--- src/kih_pkg.sv ---
package kih_pkg;
    localparam int CAPACITY_DEF = 1024;
    localparam logic [1:0] FUNC_INSERT  = 2'd0;
    localparam logic [1:0] FUNC_ADVANCE = 2'd1;
    localparam logic [1:0] FUNC_QUERY   = 2'd2;
    localparam logic [1:0] ST_OK      = 2'd0;
    localparam logic [1:0] ST_FULL    = 2'd1;
    localparam logic [1:0] ST_BAD_ID  = 2'd2;
    localparam logic [31:0] NO_EVENT  = 32'h7FFF_FFFF;

    typedef struct packed {
        logic [1:0]         func;
        logic signed [31:0] intercept;
        logic signed [31:0] slope;
        logic [9:0]         item_id;
        logic signed [31:0] new_time;
    } kih_in_t;

    typedef struct packed {
        logic [1:0]         status;
        logic               event_found;
        logic signed [31:0] event_time;
        logic [10:0]        entry_count;
        logic [9:0]         min_id;
    } kih_out_t;

    // controller to datapath
    typedef struct packed {
        logic       load_in;      // capture input beat
        logic       append;       // write new entry at count+1
        logic       rd_a;         // read slot a into reg a
        logic       rd_b;         // read slot b into reg b
        logic       swap;         // write a<-b and b<-a
        logic       key_a;        // form key of a (stage 1)
        logic       key_b;        // form key of b (stage 1)
        logic       key_fin;      // finish keys (stage 2)
        logic       div_start;    // start crossing division
        logic       pair_done;    // fold quotient into best
        logic       clr_best;
        logic       set_time;
        logic       root_rd;      // read slot 1 id
        logic       out_load;
    } kih_cmd_t;

    // datapath to controller
    typedef struct packed {
        logic a_lt_b;       // key_b < key_a
        logic slope_eq;
        logic div_busy;
    } kih_stat_t;
endpackage

--- src/kih_ctrl.sv ---
module kih_ctrl #(
    parameter int CAPACITY = kih_pkg::CAPACITY_DEF,
    parameter int SW = $clog2(CAPACITY + 1)
) (
    input  logic               clk,
    input  logic               rst_n,
    input  logic               in_valid,
    output logic               in_ready,
    output logic               out_valid,
    input  logic               out_ready,
    input  kih_pkg::kih_in_t   held,
    input  kih_pkg::kih_stat_t stat,
    output kih_pkg::kih_cmd_t  cmd,
    output logic [SW-1:0]      addr_a,
    output logic [SW-1:0]      addr_b,
    output logic [SW-1:0]      count,
    output logic [1:0]         status
);
    import kih_pkg::*;

    localparam logic [3:0] S_IDLE = 4'd0, S_DEC = 4'd1, S_RD = 4'd2, S_K1 = 4'd3,
        S_K2 = 4'd4, S_CMP = 4'd5, S_SWAP = 4'd6, S_DIV = 4'd7, S_DIVW = 4'd8,
        S_FOLD = 4'd9, S_ROOT = 4'd10, S_OUT = 4'd11, S_HOLD = 4'd12,
        S_RDC = 4'd13, S_K1C = 4'd14, S_WAIT = 4'd15;

    localparam logic [1:0] M_UP = 2'd0, M_DOWN = 2'd1, M_SCAN = 2'd2;

    logic [3:0]    state_reg, state_next;
    logic [1:0]    mode_reg, mode_next;
    logic [SW-1:0] cnt_reg, cnt_next;
    logic [SW-1:0] a_reg, a_next, b_reg, b_next;
    logic [SW-1:0] best_reg, best_next;   // slot currently being sifted down
    logic [SW-1:0] root_reg, root_next;   // sift-down start slot
    logic [1:0]    st_reg, st_next;
    logic          ch_reg, ch_next;       // second child under test
    logic [SW:0]   lc;

    // left child of the current sift-down slot
    assign lc = {best_reg, 1'b0};

    always_comb
    begin
        state_next = state_reg;
        mode_next  = mode_reg;
        cnt_next   = cnt_reg;
        a_next     = a_reg;
        b_next     = b_reg;
        best_next  = best_reg;
        root_next  = root_reg;
        st_next    = st_reg;
        ch_next    = ch_reg;
        cmd        = '0;
        case (state_reg)
            S_IDLE:
            begin
                if (in_valid)
                begin
                    cmd.load_in = 1'b1;
                    state_next  = S_DEC;
                end
            end
            S_DEC:
            begin
                st_next = ST_OK;
                case (held.func)
                    FUNC_INSERT:
                    begin
                        if (32'(cnt_reg) >= CAPACITY)
                        begin
                            st_next = ST_FULL;
                            state_next = S_ROOT;
                        end
                        else if (32'(held.item_id) >= CAPACITY)
                        begin
                            st_next = ST_BAD_ID;
                            state_next = S_ROOT;
                        end
                        else
                        begin
                            cmd.append = 1'b1;
                            cnt_next   = cnt_reg + SW'(1);
                            mode_next  = M_UP;
                            b_next     = cnt_reg + SW'(1);
                            a_next     = SW'((cnt_reg + SW'(1)) >> 1);
                            state_next = (cnt_reg == '0) ? S_ROOT : S_RD;
                        end
                    end
                    FUNC_ADVANCE:
                    begin
                        cmd.set_time = 1'b1;
                        mode_next  = M_DOWN;
                        ch_next    = 1'b0;
                        root_next  = cnt_reg >> 1;
                        best_next  = cnt_reg >> 1;
                        state_next = S_ROOT;
                        if ((cnt_reg >> 1) != '0)
                        begin
                            a_next = cnt_reg >> 1;
                            state_next = S_RDC;
                        end
                    end
                    FUNC_QUERY:
                    begin
                        cmd.clr_best = 1'b1;
                        mode_next  = M_SCAN;
                        a_next     = SW'(1);
                        ch_next    = 1'b0;
                        b_next     = SW'(2);
                        state_next = (cnt_reg >= SW'(2)) ? S_RD : S_ROOT;
                    end
                    default: state_next = S_ROOT;
                endcase
            end
            // sift-down: pick next child of best_reg to compare
            S_RDC:
            begin
                if (!ch_reg)
                begin
                    if (lc > {1'b0, cnt_reg})
                        state_next = S_SWAP;
                    else
                    begin
                        b_next = lc[SW-1:0];
                        state_next = S_RD;
                    end
                end
                else
                begin
                    if (lc + 1 > {1'b0, cnt_reg})
                        state_next = S_SWAP;
                    else
                    begin
                        b_next = SW'(lc + 1);
                        state_next = S_RD;
                    end
                end
            end
            S_RD:
            begin
                cmd.rd_a = 1'b1;
                cmd.rd_b = 1'b1;
                state_next = (mode_reg == M_SCAN) ? S_DIV : S_K1;
            end
            S_K1:
            begin
                cmd.key_a = 1'b1;
                cmd.key_b = 1'b1;
                state_next = S_K2;
            end
            S_K2:
            begin
                cmd.key_fin = 1'b1;
                state_next = S_CMP;
            end
            S_CMP:
            begin
                if (mode_reg == M_UP)
                begin
                    // a parent, b child
                    if (stat.a_lt_b)
                    begin
                        cmd.swap = 1'b1;
                        b_next = a_reg;
                        a_next = a_reg >> 1;
                        state_next = (a_reg == SW'(1)) ? S_ROOT : S_RD;
                    end
                    else
                        state_next = S_ROOT;
                end
                else
                begin
                    // a is best so far, b is a child
                    if (stat.a_lt_b)
                        a_next = b_reg;
                    state_next = S_K1C;
                end
            end
            S_K1C:
            begin
                if (!ch_reg)
                begin
                    ch_next = 1'b1;
                    state_next = S_RDC;
                end
                else
                begin
                    ch_next = 1'b0;
                    state_next = S_SWAP;
                end
            end
            // sift-down: exchange best_reg with a_reg, or move to next root
            S_SWAP:
            begin
                ch_next = 1'b0;
                if (a_reg != best_reg)
                begin
                    b_next = best_reg;
                    state_next = S_HOLD;
                end
                else if (root_reg == SW'(1))
                    state_next = S_ROOT;
                else
                begin
                    root_next = root_reg - SW'(1);
                    best_next = root_reg - SW'(1);
                    a_next = root_reg - SW'(1);
                    state_next = S_RDC;
                end
            end
            S_HOLD:
            begin
                // reread both rows so swap uses fresh data
                cmd.rd_a = 1'b1;
                cmd.rd_b = 1'b1;
                state_next = S_OUT;
                st_next = st_reg;
                mode_next = M_DOWN;
                best_next = best_reg;
                state_next = S_FOLD;
            end
            S_FOLD:
            begin
                if (mode_reg == M_SCAN)
                begin
                    cmd.pair_done = 1'b1;
                    if (!ch_reg && (b_reg + SW'(1)) <= cnt_reg)
                    begin
                        ch_next = 1'b1;
                        b_next = b_reg + SW'(1);
                        state_next = S_RD;
                    end
                    else if ({1'b0, a_reg + SW'(1), 1'b0} <= {1'b0, cnt_reg})
                    begin
                        ch_next = 1'b0;
                        a_next = a_reg + SW'(1);
                        b_next = SW'({a_reg + SW'(1), 1'b0});
                        state_next = S_RD;
                    end
                    else
                        state_next = S_ROOT;
                end
                else
                begin
                    cmd.swap = 1'b1;
                    best_next = a_reg;
                    state_next = S_RDC;
                end
            end
            S_DIV:
            begin
                if (stat.slope_eq)
                begin
                    // equal slopes: no division, the wait state skips the pair
                    state_next = S_DIVW;
                end
                else
                begin
                    cmd.div_start = 1'b1;
                    state_next = S_DIVW;
                end
            end
            S_DIVW:
            begin
                if (!stat.div_busy)
                begin
                    if (stat.slope_eq)
                    begin
                        // skip pair: advance without folding
                        if (!ch_reg && (b_reg + SW'(1)) <= cnt_reg)
                        begin
                            ch_next = 1'b1;
                            b_next = b_reg + SW'(1);
                            state_next = S_RD;
                        end
                        else if ({1'b0, a_reg + SW'(1), 1'b0} <= {1'b0, cnt_reg})
                        begin
                            ch_next = 1'b0;
                            a_next = a_reg + SW'(1);
                            b_next = SW'({a_reg + SW'(1), 1'b0});
                            state_next = S_RD;
                        end
                        else
                            state_next = S_ROOT;
                    end
                    else
                        state_next = S_FOLD;
                end
            end
            S_ROOT:
            begin
                cmd.root_rd = 1'b1;
                state_next = S_OUT;
            end
            S_OUT:
            begin
                cmd.out_load = 1'b1;
                state_next = S_WAIT;
            end
            S_WAIT:
            begin
                // result beat waiting
                if (out_ready)
                    state_next = S_IDLE;
            end
            default:
            begin
                state_next = S_IDLE;
            end
        endcase
    end

    always_ff @(posedge clk or negedge rst_n)
    begin
        if (!rst_n)
        begin
            state_reg <= S_IDLE;
            mode_reg  <= M_UP;
            cnt_reg   <= '0;
            a_reg     <= '0;
            b_reg     <= '0;
            best_reg  <= '0;
            root_reg  <= '0;
            st_reg    <= ST_OK;
            ch_reg    <= 1'b0;
        end
        else
        begin
            state_reg <= state_next;
            mode_reg  <= mode_next;
            cnt_reg   <= cnt_next;
            a_reg     <= a_next;
            b_reg     <= b_next;
            best_reg  <= best_next;
            root_reg  <= root_next;
            st_reg    <= st_next;
            ch_reg    <= ch_next;
        end
    end

    assign in_ready  = (state_reg == S_IDLE);
    assign out_valid = (state_reg == S_WAIT);
    assign addr_a    = a_reg;
    assign addr_b    = b_reg;
    assign count     = cnt_reg;
    assign status    = st_reg;
endmodule

--- config.mk ---
export PLATFORM = sky130hd
export DESIGN_NAME = kih_ctrl
export DESIGN_NICKNAME = d
export VERILOG_FILES = /design/src/kih_pkg.sv /design/src/kih_ctrl.sv
export SDC_FILE = /design/constraint.sdc
export NUM_CORES = 1
export LEC_CHECK = 0
export BUFFER_PORTS_ARGS = -buffer_cell sky130_fd_sc_hd__buf_2
export CAP_MARGIN = 10
export CORE_AREA = 2 2 134 84
export CTS_BUF_LIST = sky130_fd_sc_hd__clkbuf_8
export DETAILED_ROUTE_END_ITERATION = 16
export DIE_AREA = 0 0 136 86
export MAX_ROUTING_LAYER = met4
export PLACE_DENSITY = 0.88
export SYNTH_ARGS = -nofsm -noshare
export SYNTH_HDL_FRONTEND = slang
export SYNTH_SLANG_ARGS = --single-unit
export TNS_END_PERCENT = 100
--- constraint.sdc ---
create_clock -name clk -period 6.37 [get_ports clk]
set_input_delay 1.274 -clock clk [delete_from_list [all_inputs] [get_ports clk]]
set_output_delay 1.274 -clock clk [all_outputs]
set_load 0.1 [all_outputs]
* After elaboration in Yosys (flattened, before gate mapping) *
Cells that the tools add are included.

storage, ports and cells
  register bits after elaboration = 64
  output and inout port bits = 51
  word-level logic and storage cells = 173

cells by class
  $add $sub $neg = 5
  $lt $le $gt $ge = 6
  equality and inequality tests = 40
  mux-type cells = 89
  bitwise logic cells = 1
  reduce and logical (&&, ||, !) cells = 23

operator list
  cell                     number
  $mux W11                 26
  $pmux W11 S3             2
  $pmux W11 S6             1
  $pmux W4 S16             1
  $mux W4                  15
  $pmux W11 S5             1
  $pmux W11 S2             2
  $add A11 B1 Y11 const B  3
  $eq A4 B4 Y1 const B     8
  $gt A32 B11 Y1           1
  $mux W1                  26
  $eq A11 B1 Y1 const B    2
  $ne A2 B2 Y1 const B     11
  $mux W3                  6
  $eq A4 B3 Y1 const B     4
  $add A12 B1 Y13 const B  1
  $gt A12 B11 Y1           1
  $le A12 B11 Y1           1
  $ne A3 B3 Y1 const B     4
  $pmux W4 S3              1
  $ge A11 B11 Y1 const B   1
  $ge A11 B2 Y1 const B    1
  $le A11 B11 Y1           1
  $logic_not A11 Y1        1
  other kinds (30)         43

* Longest topological paths before layout *
  depth in word-level cells = 7
  gate-level depth with buffers = 13
  mapped depth without buffers = 12

* Least setup slack after synthesis *
No wires, ideal clock.

  path kind = register to output
  start = reg state_reg[3]
  end = out cmd[8] in the netlist's numbering
  data arrival time = 3,614 ps
  path slack = 1,482 ps
  cell stages (with the launch flop) = 6
  path through = dfrtp_1 -> buf_2 -> buf_1 -> buf_1 -> nor3_1 -> buf_4

RTL lines
  item                    RTL line         text
  from (decl)             kih_ctrl.sv:28   logic [3:0] state_reg, state_next;
  from (signal assigned)  kih_ctrl.sv:328  state_reg <= state_next;
  to (decl)               kih_ctrl.sv:13   output kih_pkg::kih_cmd_t cmd,

==> results.py <==
metrics = {
    "place": {
        "numPortBuffers": 58,
        "finalWeightedCongestion": 1.07,
        "dpl.hpwl_um": 15600,
        "place_inst": 923,
    },
    "layout": {
        "fillers": 949,
        "nets": 953,
        "final_common_cell": "nand2_1",
        "drive_gt1_frac": 0.140,
        "antenna_cells": 0,
        "final_cell_mix": "nand2_1, nor2_1, dfrtp_1",
        "seq_area_um2": 1580,
        "fin_cells": 939,
        "area_growth_pct": 6.55,
        "multi_input_area_um2": 4200,
    },
    "clocking": {
        "root_buffer": "clkbuf_8",
        "cts-htree-levels": 3,
        "insertion_delay_ns": 0.37,
        "clkSinkCount": 63,
        "clockBufferDepth": 2,
        "path_clk_slew_ns": 0.07,
        "postCtsHoldBufs": 0,
        "cts_resized": 0,
        "cts_tree": "built",
        "numCtsBuffers": 9,
        "cts_setup_buffers": 0,
    },
    "pwr": {
        "ir_worst_vdd_mv": 0.488,
        "p_per_area_nw_per_um2": 652,
        "p_leak_nw": 2.93,
    },
    "worst_hold_path": {
        "worstHoldStart": "status[0]$_DFFE_PN0P_",
        "hold_end": "status[0]$_DFFE_PN0P_",
        "min-delay-path-class": "reg -> reg",
        "hold_depth": 1,
    },
    "grt": {
        "antenna_found_initial": 0,
        "grt_pass1_wl_um": 33400,
        "grtUsageTotal": 0.387,
        "grt_max_degree": 64,
        "grt_pass1_vias": 5843,
        "overflow": 0,
    },
    "floorplan": {
        "die-area_um2": 11700,
        "coreArea_um2": 10400,
        "die_y_um": 86,
        "die_x_um": 136,
        "rows": 29,
        "initial_core_util": 0.595,
        "num_io_pins": 166,
    },
    "critical_path": {
        "reg2reg_slack_ns": 2.18,
        "required_ns": 5.10,
        "path_max_fanout": 27,
        "rr_startpoint": "addr_b[2]$_DFFE_PN0P_",
        "cp-end-kind": "primary output",
        "worst_ep_arrival_time_ns": 3.52,
        "r2r_end": "addr_b[5]$_DFFE_PN0P_",
        "rr_worst_depth": 11,
        "critPathKind": "reg -> out",
        "start_kind": "register",
    },
    "timing": {
        "clock_skew_ns": 0.00664,
        "fmax_ghz": 0.209,
        "min_period_over_period": 0.753,
        "fin_crit_ns": 4.79,
        "hold_violations": 0,
        "slew_violations": 0,
        "finalSetupViolCount": 0,
        "tightest_slew_ns": 1.05,
        "setup_tns_ns": 0,
        "slew_headroom": 0.293,
        "rsz0062_at_grt": "false",
    },
    "route": {
        "wl_um": 21300,
        "antenna_left": 0,
        "route.vias.total": 6485,
        "drc": 0,
        "wl_per_cell_um": 22.7,
        "drt-initial-drc-count": 947,
        "dr.pass1.iters": 6,
        "routed_via_density": 6.91,
    },
    "yosys": {
        "synthArstFlopShare": 1.00,
        "synth-seq-cells": 63,
        "yosysSeqAreaShare": 0.255,
        "syn-mean-instance-area_um2": 7.95,
        "synth_edf_count": 0,
        "ys_warn_count": 0,
        "syn_nets": 935,
        "synth.distinct_cells": 75,
        "ys.flop_type": "dfrtp_1",
        "synth_cells": 777,
        "syn_area_um2": 6170,
    },
    "status": {
        "status": "completed",
    },
    "job": {
        "cap_viol_max_count": 0,
    },
}
-- worst max-delay path: stages, from the launching register on --
cell and delay [ns]:
dfrtp_1 0.73, nor4b_2 0.64, nand2_1 0.35, nor2_1 0.86, buf_2 0.57
-- layer usage --
layer,vias up,wire [um],track usage
met1,2971,9040,0.542
met3,96,3360,0.150
met5,-,0,-
met2,552,8240,0.511
met4,0,701,0.111
li1,2866,-,-
-- cell usage after synthesis, drive strengths merged (16+ instances only) --
| library cell | count | share of area |
|---|---|---|
| nand4 | 16 | 0.016 |
| a21oi | 58 | 0.047 |
| o21ai | 59 | 0.048 |
| nor4 | 16 | 0.018 |
| buf | 29 | 0.028 |
| ha | 43 | 0.087 |
| dfrtp | 63 | 0.26 |
| xor2 | 21 | 0.030 |
| inv | 30 | 0.018 |
| nor2 | 68 | 0.041 |
| xnor2 | 35 | 0.050 |
| nand3 | 26 | 0.021 |
| mux2 | 17 | 0.036 |
| clkbuf | 30 | 0.018 |
| nor3 | 24 | 0.019 |
| nand2 | 78 | 0.048 |
-- per-stage QoR --
stage	power [mW]	utilization	hold slack (ns)	cell area, um^2	setup slack (ns)
finish	4.29	0.634	0.478	6580	1.58
global route	4.52	0.634	0.511	6580	1.44
CTS	4.18	0.634	0.481	6580	1.73
detailed placement	3.85	0.618	0.465	6410	1.74
global placement	3.81	0.618	0.460	6410	1.73
floorplan	3.23	-	0.492	6170	1.48
-- final cells by class --
cell class | count | share of cell area
Clock buffer | 9 | 0.0188
Multi-Input combinational cell | 625 | 0.638
Sequential cell | 63 | 0.240
Tap cell | 139 | 0.0264
Clock inverter | 7 | 0.00628
Inverter | 30 | 0.0171
Timing Repair Buffer | 66 | 0.0533
-- where the power goes --
| part | internal [mW] | total, mW | switching [mW] |
|---|---|---|---|
| combinational | 0.946 | 3.02 | 2.07 |
| sequential | 0.548 | 0.952 | 0.405 |
| clock | 0.137 | 0.319 | 0.182 |
-- cells by family after synthesis --
logic type / share of synthesized area
muxes: 0.0543
DFF: 0.255
and+or+nand+nor: 0.231
buffers and inverters: 0.0644
adders and majority gates: 0.0871
other: 0.000607
AOI/OAI and AO/OA: 0.228
xor gates and xnor gates: 0.0794
-- how the worst max path moves through the flow --
stage | cells after the start | end | slack, ns | from
2_1_floorplan | 5 | cmd[8] | 1.48 | state_reg[3]$_DFFE_PN0P_
3_3_place_gp | 6 | cmd[12] | 1.73 | held[106]
3_5_place_dp | 6 | cmd[12] | 1.74 | held[106]
4_1_cts | 4 | cmd[12] | 1.73 | state_reg[3]$_DFFE_PN0P_
5_1_grt | 4 | cmd[12] | 1.44 | state_reg[0]$_DFFE_PN0P_
6_report | 4 | cmd[12] | 1.58 | state_reg[3]$_DFFE_PN0P_
(Power assumes the default switching activity.)
